`config.mk`:
```
export PLATFORM = sky130hd
export DESIGN_NAME = motor_speed_step_controller
export DESIGN_NICKNAME = d
export VERILOG_FILES = /design/src/rtl/core/msc_pkg.sv /design/src/rtl/core/msc_div.sv /design/src/rtl/core/motor_speed_step_controller.sv
export SDC_FILE = /design/constraint.sdc
export NUM_CORES = 1
export LEC_CHECK = 0
export ABC_CLOCK_PERIOD_IN_PS = 24400
export BUFFER_PORTS_ARGS = -buffer_cell sky130_fd_sc_hd__buf_2
export CORE_MARGIN = 1.5
export CORE_UTILIZATION = 25
export CTS_CLUSTER_DIAMETER = 100
export DETAILED_ROUTE_END_ITERATION = 7
export GPL_TIMING_DRIVEN = 0
export SLEW_MARGIN = 20
export SYNTH_ARGS = -nofsm -noshare
export SYNTH_HDL_FRONTEND = slang
export SYNTH_HIERARCHICAL = 1
export SYNTH_SLANG_ARGS = --single-unit
```
`constraint.sdc`:
```
create_clock -name clk -period 24.4 [get_ports clk]
set_input_delay 2.44 -clock clk [delete_from_list [all_inputs] [get_ports clk]]
set_output_delay 2.44 -clock clk [all_outputs]
set_load 0.02 [all_outputs]
```
`src/rtl/core/msc_pkg.sv`:
```
package msc_pkg;

    // Configuration register indexes (byte address bits [4:2])
    localparam int unsigned AddrW = 5;
    localparam int unsigned IdxW  = 3;
    localparam logic [IdxW-1:0] REG_MAX_RPM  = 3'd0;
    localparam logic [IdxW-1:0] REG_PPR      = 3'd1;
    localparam logic [IdxW-1:0] REG_INVERT   = 3'd2;
    localparam logic [IdxW-1:0] REG_ADJ_PER  = 3'd3;
    localparam logic [IdxW-1:0] REG_STALL    = 3'd4;
    localparam logic [IdxW-1:0] REG_SAT_TIME = 3'd5;

    localparam logic [15:0] MAX_RPM_RST  = 16'd200;
    localparam logic [6:0]  PPR_RST      = 7'd1;
    localparam logic [15:0] ADJ_PER_RST  = 16'd250;
    localparam logic [15:0] STALL_RST    = 16'd500;
    localparam logic [15:0] SAT_TIME_RST = 16'd500;

    localparam logic [7:0]  FULL_DUTY = 8'd255;
    localparam logic [15:0] TIMER_MAX = 16'hFFFF;

    // Shared divider
    localparam int unsigned DivW  = 24;
    localparam int unsigned StepW = 5;
    localparam logic [StepW-1:0] STEPS_RPM = StepW'(16);
    localparam logic [StepW-1:0] STEPS_OL  = StepW'(DivW);
    // 60000 aligned to the top of the dividend so only 16 steps are needed
    localparam logic [DivW-1:0] RpmNumAligned = DivW'(60000 << (DivW - 16));

    typedef struct packed {
        logic             start;
        logic [StepW-1:0] steps;
    } div_ctl_t;

    typedef struct packed {
        logic busy;
        logic done;
    } div_stat_t;

    function automatic logic [15:0] tick_up(input logic [15:0] t);
        tick_up = (t != TIMER_MAX) ? t + 16'd1 : TIMER_MAX;
    endfunction

endpackage

```
`src/rtl/core/msc_div.sv`:
```
module msc_div (
    input  logic                        clk,
    input  logic                        rst_n,
    input  msc_pkg::div_ctl_t           ctl,
    input  logic [msc_pkg::DivW-1:0]    dividend,
    input  logic [msc_pkg::DivW-1:0]    divisor,
    output msc_pkg::div_stat_t          stat,
    output logic [msc_pkg::DivW-1:0]    quotient
);
    import msc_pkg::*;

    logic [DivW-1:0]  rem_reg;
    logic [DivW-1:0]  quo_reg;
    logic [DivW-1:0]  dsr_reg;
    logic [StepW-1:0] cnt_reg;
    logic             busy_reg;
    logic             done_reg;
    logic [DivW:0]    trial;
    logic             fits;

    // Restoring division, one quotient bit per cycle
    assign trial = {rem_reg, quo_reg[DivW-1]} - {1'b0, dsr_reg};
    assign fits  = ~trial[DivW];

    always_ff @(posedge clk or negedge rst_n)
    begin
        if (!rst_n)
        begin
            busy_reg <= 1'b0;
            done_reg <= 1'b0;
            cnt_reg  <= '0;
        end
        else
        begin
            done_reg <= 1'b0;
            if (ctl.start)
            begin
                busy_reg <= 1'b1;
                cnt_reg  <= ctl.steps;
            end
            else if (busy_reg)
            begin
                cnt_reg <= cnt_reg - StepW'(1);
                if (cnt_reg == StepW'(1))
                begin
                    busy_reg <= 1'b0;
                    done_reg <= 1'b1;
                end
            end
        end
    end

    always_ff @(posedge clk)
    begin
        if (ctl.start)
        begin
            rem_reg <= '0;
            quo_reg <= dividend;
            dsr_reg <= divisor;
        end
        else if (busy_reg)
        begin
            if (fits)
                rem_reg <= trial[DivW-1:0];
            else
                rem_reg <= {rem_reg[DivW-2:0], quo_reg[DivW-1]};
            quo_reg <= {quo_reg[DivW-2:0], fits};
        end
    end

    assign stat.busy = busy_reg;
    assign stat.done = done_reg;
    assign quotient  = quo_reg;

endmodule

```
`src/rtl/core/motor_speed_step_controller.sv`:
```
// Channel   Direction  Handshake                     Payload
// tick      in         tick_valid / tick_ready       target_rpm[15:0] s, hall_level
// result    out        result_valid / result_ready   pwm_duty[7:0], dir_pin,
//                                                    drive_command[8:0] s,
//                                                    measured_rpm[15:0], saturated
// config    in         APB psel/penable/pwrite       paddr[4:0], pwdata/prdata[31:0]
//
// Each tick item runs the idle, command, adjust and output states when no division
// is needed (a zero target skips adjust); a hall active edge adds the speed division
// (16 divider steps) and a new target adds the open-loop division (24 divider steps),
// both in one item when both occur; the single shared restoring divider serves both.
// tick_ready is high only while the sequencer is idle; a finished result waits in
// the output register, so the next item is taken before the result is drained.
// A result stalled by result_ready low holds the sequencer before its output load.
// Reset (rst_n, asynchronous, active low) clears all control state and loads the
// register defaults; there is no clearing pass.
module motor_speed_step_controller (
    input  logic                      clk,
    input  logic                      rst_n,
    // tick channel
    input  logic                      tick_valid,
    output logic                      tick_ready,
    input  logic signed [15:0]        target_rpm,
    input  logic                      hall_level,
    // result channel
    output logic                      result_valid,
    input  logic                      result_ready,
    output logic [7:0]                pwm_duty,
    output logic                      dir_pin,
    output logic signed [8:0]         drive_command,
    output logic [15:0]               measured_rpm,
    output logic                      saturated,
    // configuration port
    input  logic                      psel,
    input  logic                      penable,
    input  logic                      pwrite,
    input  logic [msc_pkg::AddrW-1:0] paddr,
    input  logic [31:0]               pwdata,
    output logic [31:0]               prdata,
    output logic                      pready
);
    import msc_pkg::*;

    typedef enum logic [5:0] {
        S_IDLE     = 6'b000001,
        S_RPM_WAIT = 6'b000010,
        S_CMD      = 6'b000100,
        S_OL_WAIT  = 6'b001000,
        S_ADJ      = 6'b010000,
        S_OUT      = 6'b100000
    } state_t;

    typedef struct packed {
        logic signed [8:0] cmd;
        logic              dir;
        logic              clr;
    } drive_t;

    // Clamp to +-255 and derive direction pin and full-duty timer clear
    function automatic drive_t apply_drive(input logic signed [9:0] v, input logic inv);
        drive_t d;
        if (v > 10'sd255)
            d.cmd = 9'sd255;
        else if (v < -10'sd255)
            d.cmd = -9'sd255;
        else
            d.cmd = v[8:0];
        d.dir = inv ? (d.cmd > 9'sd0) : (d.cmd <= 9'sd0);
        d.clr = (d.cmd != 9'sd255) && (d.cmd != -9'sd255);
        apply_drive = d;
    endfunction

    function automatic logic [7:0] mag_of(input logic signed [8:0] c);
        logic signed [8:0] n;
        n = -c;
        mag_of = c[8] ? n[7:0] : c[7:0];
    endfunction

    // Configuration registers
    logic [15:0] max_rpm_reg;
    logic [6:0]  ppr_reg;
    logic        invert_reg;
    logic [15:0] adj_period_reg;
    logic [15:0] stall_reg;
    logic [15:0] sat_time_reg;

    // Controller state
    state_t            state_reg;
    logic signed [8:0] cmd_reg;
    logic              dir_reg;
    logic signed [15:0] rem_target_reg;
    logic [15:0]       adj_reg;
    logic [15:0]       eit_reg;
    logic [15:0]       fdt_reg;
    logic              hall_prev_reg;
    logic [15:0]       rpm_reg;
    logic signed [15:0] tgt_reg;

    // Output register
    logic              result_valid_reg;
    logic [7:0]        duty_out_reg;
    logic              dir_out_reg;
    logic signed [8:0] cmd_out_reg;
    logic [15:0]       rpm_out_reg;
    logic              sat_out_reg;

    // Divider hookup
    div_ctl_t          div_ctl;
    div_stat_t         div_stat;
    logic [DivW-1:0]   div_dividend;
    logic [DivW-1:0]   div_divisor;
    logic [DivW-1:0]   div_quo;

    // Tick-front logic
    logic              accept;
    logic              active;
    logic              hall_edge;
    logic              hall_rise;
    logic [15:0]       adj_inc;
    logic [15:0]       eit_inc;
    logic [15:0]       fdt_inc;
    logic [7:0]        duty_now;
    logic [22:0]       prod;

    // Command path
    logic [15:0]       tgt_mag;
    logic [DivW-1:0]   ol_dividend;
    logic [7:0]        ol_mag;
    logic signed [9:0] ol_value;
    logic signed [17:0] cur_rpm;
    logic signed [17:0] tgt_wide;
    logic              adj_due;
    logic              step_down;
    logic              step_up;
    logic signed [9:0] drive_v;
    logic              drive_en;
    drive_t            drive;
    logic              out_free;
    logic              cfg_write;
    logic [IdxW-1:0]   cfg_idx;

    assign pready    = 1'b1;
    assign cfg_write = psel && penable && pwrite;
    assign cfg_idx   = paddr[AddrW-1:2];

    always_comb
    begin
        unique case (cfg_idx)
            REG_MAX_RPM:  prdata = {16'd0, max_rpm_reg};
            REG_PPR:      prdata = {25'd0, ppr_reg};
            REG_INVERT:   prdata = {31'd0, invert_reg};
            REG_ADJ_PER:  prdata = {16'd0, adj_period_reg};
            REG_STALL:    prdata = {16'd0, stall_reg};
            REG_SAT_TIME: prdata = {16'd0, sat_time_reg};
            default:      prdata = 32'd0;
        endcase
    end

    assign tick_ready = (state_reg == S_IDLE);
    assign accept     = tick_valid && tick_ready;

    // Timers advance first, then the hall is sampled
    assign active    = ~hall_level;
    assign hall_edge = (active != hall_prev_reg);
    assign hall_rise = hall_edge && active;
    assign adj_inc   = tick_up(adj_reg);
    assign eit_inc   = tick_up(eit_reg);
    assign duty_now  = mag_of(cmd_reg);
    assign fdt_inc   = (duty_now == FULL_DUTY) ? tick_up(fdt_reg) : fdt_reg;
    assign prod      = {7'd0, eit_inc} * {16'd0, ppr_reg};

    // Open-loop command: |target| * 255 / max_rpm, sign restored afterwards
    assign tgt_mag     = tgt_reg[15] ? 16'(-tgt_reg) : tgt_reg;
    assign ol_dividend = ({8'd0, tgt_mag} << 8) - {8'd0, tgt_mag};
    assign ol_mag      = (div_quo > DivW'(FULL_DUTY)) ? FULL_DUTY : div_quo[7:0];
    assign ol_value    = tgt_reg[15] ? -$signed({2'b00, ol_mag}) : $signed({2'b00, ol_mag});

    // Closed-loop step: compare target with the speed signed by direction
    assign cur_rpm   = (invert_reg ^ dir_reg) ? -$signed({2'b00, rpm_reg})
                                              : $signed({2'b00, rpm_reg});
    assign tgt_wide  = 18'(tgt_reg);
    assign adj_due   = (adj_reg > adj_period_reg);
    assign step_down = (tgt_wide < cur_rpm);
    assign step_up   = (tgt_wide > cur_rpm);

    always_comb
    begin
        div_ctl.start = 1'b0;
        div_ctl.steps = STEPS_RPM;
        div_dividend  = RpmNumAligned;
        div_divisor   = {1'b0, prod};
        drive_v       = '0;
        drive_en      = 1'b0;
        unique case (state_reg)
            S_IDLE:
            begin
                div_ctl.start = accept && hall_rise && (prod != 23'd0);
            end
            S_CMD:
            begin
                div_ctl.start = (tgt_reg != 16'sd0) && (tgt_reg != rem_target_reg);
                div_ctl.steps = STEPS_OL;
                div_dividend  = ol_dividend;
                div_divisor   = (max_rpm_reg == 16'd0) ? DivW'(1) : DivW'(max_rpm_reg);
                drive_en      = (tgt_reg == 16'sd0);
            end
            S_OL_WAIT:
            begin
                drive_v  = ol_value;
                drive_en = div_stat.done;
            end
            S_ADJ:
            begin
                drive_v  = step_down ? 10'(cmd_reg) - 10'sd1 : 10'(cmd_reg) + 10'sd1;
                drive_en = adj_due && (step_down || step_up);
            end
            default:
            begin
            end
        endcase
    end

    assign drive    = apply_drive(drive_v, invert_reg);
    assign out_free = !result_valid_reg || result_ready;

    msc_div u_div (
        .clk      (clk),
        .rst_n    (rst_n),
        .ctl      (div_ctl),
        .dividend (div_dividend),
        .divisor  (div_divisor),
        .stat     (div_stat),
        .quotient (div_quo)
    );

    // Configuration writes
    always_ff @(posedge clk or negedge rst_n)
    begin
        if (!rst_n)
        begin
            max_rpm_reg    <= MAX_RPM_RST;
            ppr_reg        <= PPR_RST;
            invert_reg     <= 1'b0;
            adj_period_reg <= ADJ_PER_RST;
            stall_reg      <= STALL_RST;
            sat_time_reg   <= SAT_TIME_RST;
        end
        else if (cfg_write)
        begin
            unique case (cfg_idx)
                REG_MAX_RPM:  max_rpm_reg    <= pwdata[15:0];
                REG_PPR:      ppr_reg        <= pwdata[6:0];
                REG_INVERT:   invert_reg     <= pwdata[0];
                REG_ADJ_PER:  adj_period_reg <= pwdata[15:0];
                REG_STALL:    stall_reg      <= pwdata[15:0];
                REG_SAT_TIME: sat_time_reg   <= pwdata[15:0];
                default:
                begin
                end
            endcase
        end
    end

    // Sequencer and controller state
    always_ff @(posedge clk or negedge rst_n)
    begin
        if (!rst_n)
        begin
            state_reg        <= S_IDLE;
            cmd_reg          <= '0;
            dir_reg          <= 1'b0;
            rem_target_reg   <= '0;
            adj_reg          <= '0;
            eit_reg          <= '0;
            fdt_reg          <= '0;
            hall_prev_reg    <= 1'b0;
            rpm_reg          <= '0;
            result_valid_reg <= 1'b0;
        end
        else
        begin
            // Raise valid on the output load, drop it once the item is taken
            if ((state_reg == S_OUT) && out_free)
                result_valid_reg <= 1'b1;
            else if (result_ready)
                result_valid_reg <= 1'b0;

            if (drive_en)
            begin
                cmd_reg <= drive.cmd;
                dir_reg <= drive.dir;
                if (drive.clr)
                    fdt_reg <= '0;
            end

            unique case (state_reg)
                S_IDLE:
                begin
                    if (accept)
                    begin
                        adj_reg <= adj_inc;
                        eit_reg <= hall_rise ? 16'd0 : eit_inc;
                        fdt_reg <= fdt_inc;
                        if (hall_edge)
                            hall_prev_reg <= active;
                        // zero product gives zero speed; stall check only without edge
                        if (hall_rise && (prod == 23'd0))
                            rpm_reg <= '0;
                        else if (!hall_edge && (eit_inc >= stall_reg))
                            rpm_reg <= '0;
                        state_reg <= div_ctl.start ? S_RPM_WAIT : S_CMD;
                    end
                end
                S_RPM_WAIT:
                begin
                    if (div_stat.done)
                    begin
                        rpm_reg   <= div_quo[15:0];
                        state_reg <= S_CMD;
                    end
                end
                S_CMD:
                begin
                    if (tgt_reg == 16'sd0)
                        state_reg <= S_OUT;
                    else if (div_ctl.start)
                    begin
                        rem_target_reg <= tgt_reg;
                        adj_reg        <= '0;
                        state_reg      <= S_OL_WAIT;
                    end
                    else
                        state_reg <= S_ADJ;
                end
                S_OL_WAIT:
                begin
                    if (div_stat.done)
                        state_reg <= S_ADJ;
                end
                S_ADJ:
                begin
                    if (adj_due)
                        adj_reg <= '0;
                    state_reg <= S_OUT;
                end
                S_OUT:
                begin
                    if (out_free)
                        state_reg <= S_IDLE;
                end
                default:
                    state_reg <= S_IDLE;
            endcase
        end
    end

    // Latch the tick payload and the result payload
    always_ff @(posedge clk)
    begin
        if (accept)
            tgt_reg <= target_rpm;
        if ((state_reg == S_OUT) && out_free)
        begin
            duty_out_reg <= duty_now;
            dir_out_reg  <= dir_reg;
            cmd_out_reg  <= cmd_reg;
            rpm_out_reg  <= rpm_reg;
            sat_out_reg  <= (duty_now == FULL_DUTY) && (fdt_reg >= sat_time_reg);
        end
    end

    assign result_valid  = result_valid_reg;
    assign pwm_duty      = duty_out_reg;
    assign dir_pin       = dir_out_reg;
    assign drive_command = cmd_out_reg;
    assign measured_rpm  = rpm_out_reg;
    assign saturated     = sat_out_reg;

    // Waiting on the divider while it is idle would hang the sequencer
    a_wait_has_div: assert property (@(posedge clk) disable iff (!rst_n)
        ((state_reg == S_RPM_WAIT) || (state_reg == S_OL_WAIT)) |->
            (div_stat.busy || div_stat.done))
        else $error("sequencer waits on an idle divider");

    // The divider is never restarted in the middle of a division
    a_no_restart: assert property (@(posedge clk) disable iff (!rst_n)
        div_ctl.start |-> !div_stat.busy)
        else $error("divider restarted while busy");

    // The command stays inside +-255
    a_cmd_range: assert property (@(posedge clk) disable iff (!rst_n)
        cmd_reg != -9'sd256)
        else $error("command out of range");

    // The measured speed never exceeds the numerator of the speed formula
    a_rpm_range: assert property (@(posedge clk) disable iff (!rst_n)
        rpm_reg <= 16'd60000)
        else $error("measured speed out of range");

    // A result is loaded only at the end of a tick
    a_load_after_tick: assert property (@(posedge clk) disable iff (!rst_n)
        $rose(result_valid_reg) |-> $past(state_reg == S_OUT))
        else $error("result raised outside the output step");

endmodule

```
* Word level (Yosys, flattened, before mapping)
Cells that the tools add are included.
Widths: inputs -> output; s select.
** Operators by class
- $add $sub $neg :: 12
- Multipliers :: 1
- Div/mod/pow operators :: 0
- Order comparisons :: 10
- Equality and inequality tests :: 29
- Shift operators :: 0
- Mux-type cells :: 57
- Bitwise operators :: 4
- Reductions and logical operators :: 39
** Operators by type and width (count)
- $mux 16 :: 19
- $mux 24 :: 4
- $pmux 16 s6 :: 1
- $add 16x1->16 const B :: 3
- $ne 16x16->1 const B :: 3
- $pmux 16 s3 :: 1
- $pmux 6 s6 :: 1
- $ge 16x16->1 :: 2
- $logic_not 16->1 :: 2
- $pmux 16 s2 :: 1
- $mux 6 :: 5
- $sub 25x24->25 :: 1
- $gt 24x8->1 const B :: 1
- $sub 24x16->24 :: 1
- $logic_not 23->1 :: 1
- $mul 16x7->23 :: 1
- $mux 23 :: 1
- $reduce_bool 23->1 :: 1
- $mux 10 :: 2
- $pmux 10 s2 :: 1
- $gt 16x18->1 :: 1
- $lt 16x18->1 :: 1
- $mux 18 :: 1
- $mux 9 :: 2
- other kinds (50) :: 95
** Storage, ports and cells
- Bits in registers :: 300
- Bits in latches :: 0
- Bits in writable memories :: 0
- Memory bits (read-only) :: 0
- Input port bits :: 61
- Output and inout port bits :: 70
- Logic and storage cells :: 181
- Memories :: 0

* Longest topological paths before layout
- Depth after elaboration :: 14
- Gate-level depth with buffers :: 31
- Mapped depth without buffers :: 28

* Modules after synthesis
Netlist, hierarchy kept.
** By module, submodules not included
- motor_speed_step_controller :: times used 1, cells an instance 1999, area each 17964.7 um2, seq. area each 5784.3 um2
- msc_div :: times used 1, cells an instance 489, area each 4862.2 um2, seq. area each 2097.0 um2

* Worst setup path after synthesis
Ideal clock, no wire load.
- Path kind :: register to register
- From :: reg eit_reg[0]
- To :: reg u_div.quo_reg[0] (netlist: u_div/quotient[0]), enable pin
- Library setup time :: 372 ps
- Arrival time :: 7482 ps
- Data required time :: 24028 ps
- Slack :: 16547 ps
- Stages on the path, launching flop included :: 28
- Path buffers :: 2
- Period minus slack after synthesis :: 7853 ps
- Cell sequence :: dfrtp_1 > ha_1 > nand4_1 > nor3_1 > nand2_1 > nor2_1 > nor2_1 > nor2b_1 > fa_1 > inv_1 > fa_1 > fa_1 > inv_1 > fa_1 > ha_1 > buf_2 > a211o_1 > a221oi_2 > nand3_1 > and3_1 > o311a_1 > nor4_1 > nand3_1 > nand3_1 > nand2_1 > clkbuf_1 > nor2_1 > inv_1
** RTL lines
- start: declaration :: line motor_speed_step_controller.sv:93 : logic [15:0] eit_reg;
- start signal: assignment :: line motor_speed_step_controller.sv:302 : eit_reg <= hall_rise ? 16'd0 : eit_inc;
- end signal: assignment :: line msc_div.sv:58 : quo_reg <= dividend;
- end signal: assignment :: line msc_div.sv:67 : quo_reg <= {quo_reg[DivW-2:0], fits};
- end: declaration :: line msc_div.sv:13 : logic [DivW-1:0] quo_reg;

==> impl_metrics.yaml <==
synth:
  synth.avg_cell_area_um2: 9.175
  ys_warn_count: 6
  synth_cells: 2487
  syn_area_um2: 22820
pwr:
  total_power_mw: 2.846
  pwr_density_cell_nw_per_um2: 108.9
  total_leakage_power_nw: 11.26
  ir_drop_v: 0.00005319
clock_network:
  insertion_delay_ns: 0.58
  cts.repair.resized: 0
  cts_root_buf: "clkbuf_16"
  cts_sinks: 299
  cts_tree: "yes"
  ctsHoldBuffers: 0
  htreeDepth: 2
  cts_buffer_depth: 3
  postCtsSetupBuffers: 0
  clk_pin_slew_ns: 0.06
  numCtsBuffers: 37
sta:
  skew_ns: 0.04480
  hold_violations: 0
  setup_violations: 0
  tightest_slew_ns: 1.175
  slew_headroom_pct: 20.96
  timing.final.crit_share_pct: 38.89
  rsz0062_at_grt: "no"
  min_period_ns: 9.488
  fmax_mhz: 105.4
  drv_slew: 0
  timing.setup.tns_ns: 0
worst_setup_path:
  cp_max_fo: 25
  crit_arrival_ns: 9.59
  critPathRequiredTime_ns: 24.50
  crit_type: "reg2reg"
  reg2reg_depth: 26
  cp-start-kind: "flip-flop"
  cp-end-kind: "flip-flop"
global_routing:
  grt_pass1_wl_um: 103700
  grt_usage_pct: 13.91
  grt-busiest-layer: "met2"
  grt_pass1_vias: 18280
  use_met3_pct: 2.663
  grt_max_degree: 86
  met1_usage_pct: 19.45
  antenna_found_initial: 1
  grtUsageMet2_pct: 21.88
  grt_overflow_total: 0
floorplanning:
  initial_core_util_pct: 25.27
  die_y_um: 305.1
  io_pins: 131
  core_um2: 90290
  dieWidth_um: 305.1
  rows: 110
  die_area_um2: 93100
place:
  dpl_cell_area_um2: 24960
  port_buffers: 93
  place_congestion: 0.9452
  place_hpwl_um: 50230
hold_path:
  hp-class: "reg2reg"
  hold_depth: 2
route:
  drt_wl_total_um: 66270
  viasPerCell: 4.945
  wire_per_inst_um: 17.22
  ant_nets: 0
  drc_errors: 0
  drtIter0Drc: 1553
  drtPass1Iterations: 5
  dr_total_vias: 19030
cells_and_area:
  final_nets: 2934
  final_core_util_pct: 28.96
  drive_above_1_share_pct: 12.20
  antenna_cells: 0
  syn2layout_area_growth_pct: 14.56
  stdcell_area_um2: 26140
run_status:
  outcome: "complete, no violations"
flow_run:
  maxCapViolations: 0
path summary, 6_finish.rpt:
| check | startpoint | endpoint | slack (ns) |
|---|---|---|---|
| setup reg to reg | eit_reg[0]$_DFFE_PN0P_ | u_div/quotient[16]$_DFFE_PP_ | 14.91 |
| min in group asynchronous | rst_n | rpm_reg[11]$_DFFE_PN0P_ | 1.72 |
| hold / removal | rem_target_reg[0]$_DFFE_PN0P_ | rem_target_reg[0]$_DFFE_PN0P_ | 0.50 |
| max in group asynchronous | rst_n | stall_reg[4]$_DFFE_PN1P_ | 21.51 |
| hold reg to reg | rem_target_reg[0]$_DFFE_PN0P_ | rem_target_reg[0]$_DFFE_PN0P_ | 0.50 |
| setup / recovery | eit_reg[0]$_DFFE_PN0P_ | u_div/quotient[16]$_DFFE_PP_ | 14.91 |
critical path, cell delays in order, from the launching register on:
cell	delay, ns
dfrtp_1	0.43
ha_1	0.31
nand4_1	0.14
nor3_1	0.40
nand2_1	0.09
nor2_1	0.39
nor2_1	0.33
nor2b_1	0.23
fa_1	0.43
inv_1	0.08
fa_1	0.44
fa_1	0.55
inv_1	0.06
fa_1	0.47
ha_1	0.38
a21oi_1	0.34
o211ai_1	0.26
a21oi_1	0.37
a211oi_1	0.15
or3_1	0.35
a211oi_1	0.35
nand3_1	0.21
nand3_1	0.17
nand2_2	0.41
clkbuf_1	0.36
nor2_1	0.62
inv_1	0.68
power breakdown:
group / leakage (nW) / internal, mW / switching [mW]
Sequential: 3.37 / 0.692 / 0.152
Clock: 0.582 / 0.311 / 0.235
Combinational: 7.31 / 0.575 / 0.881
layer usage:
metal  vias up  share of wire (%)
met4         2                2.1
met3        85                6.2
met5         -              0.017
li1       9219                  -
met1      9222                 47
met2       501                 44
stage by stage:
step / hold WS, ns / worst slack, ns / cells
floorplan: 0.4471 / 16.55 / 2507
global placement: 0.4839 / 14.50 / 3776
detailed placement: 0.4917 / 14.93 / 3780
CTS: 0.5054 / 14.86 / 3848
global route: 0.5265 / 14.03 / 3848
finish: 0.5019 / 14.91 / 3848
layout make-up:
class                      instances  area (µm²)
clock buffer                      47       983.4
fill                            9619       64140
sequential                       299        7881
clock inverter                    21       200.2
buffer                           112       526.8
inverter                         211       793.3
timing repair buffer              97       578.1
multi-input combinational       1885       13710
tap                             1176        1471
placed cells by master (no fill, tap or decap), types with 37 or more instances in the layout:
cell type and n:
o21ai_0 187, xnor2_1 58, nor2_1 149, dfrtp_1 154, nand4_1 37, nand2_1 226
fa_1 71, nor2b_1 63, inv_1 210, buf_2 107, nor3_1 39, clkbuf_1 76
edfxtp_1 98, nand3_1 70, and2_1 77, clkbuf_16 37, mux2_2 69, xor2_1 58
ha_1 159, a21oi_1 113
Power figures use the tool's default switching activity.
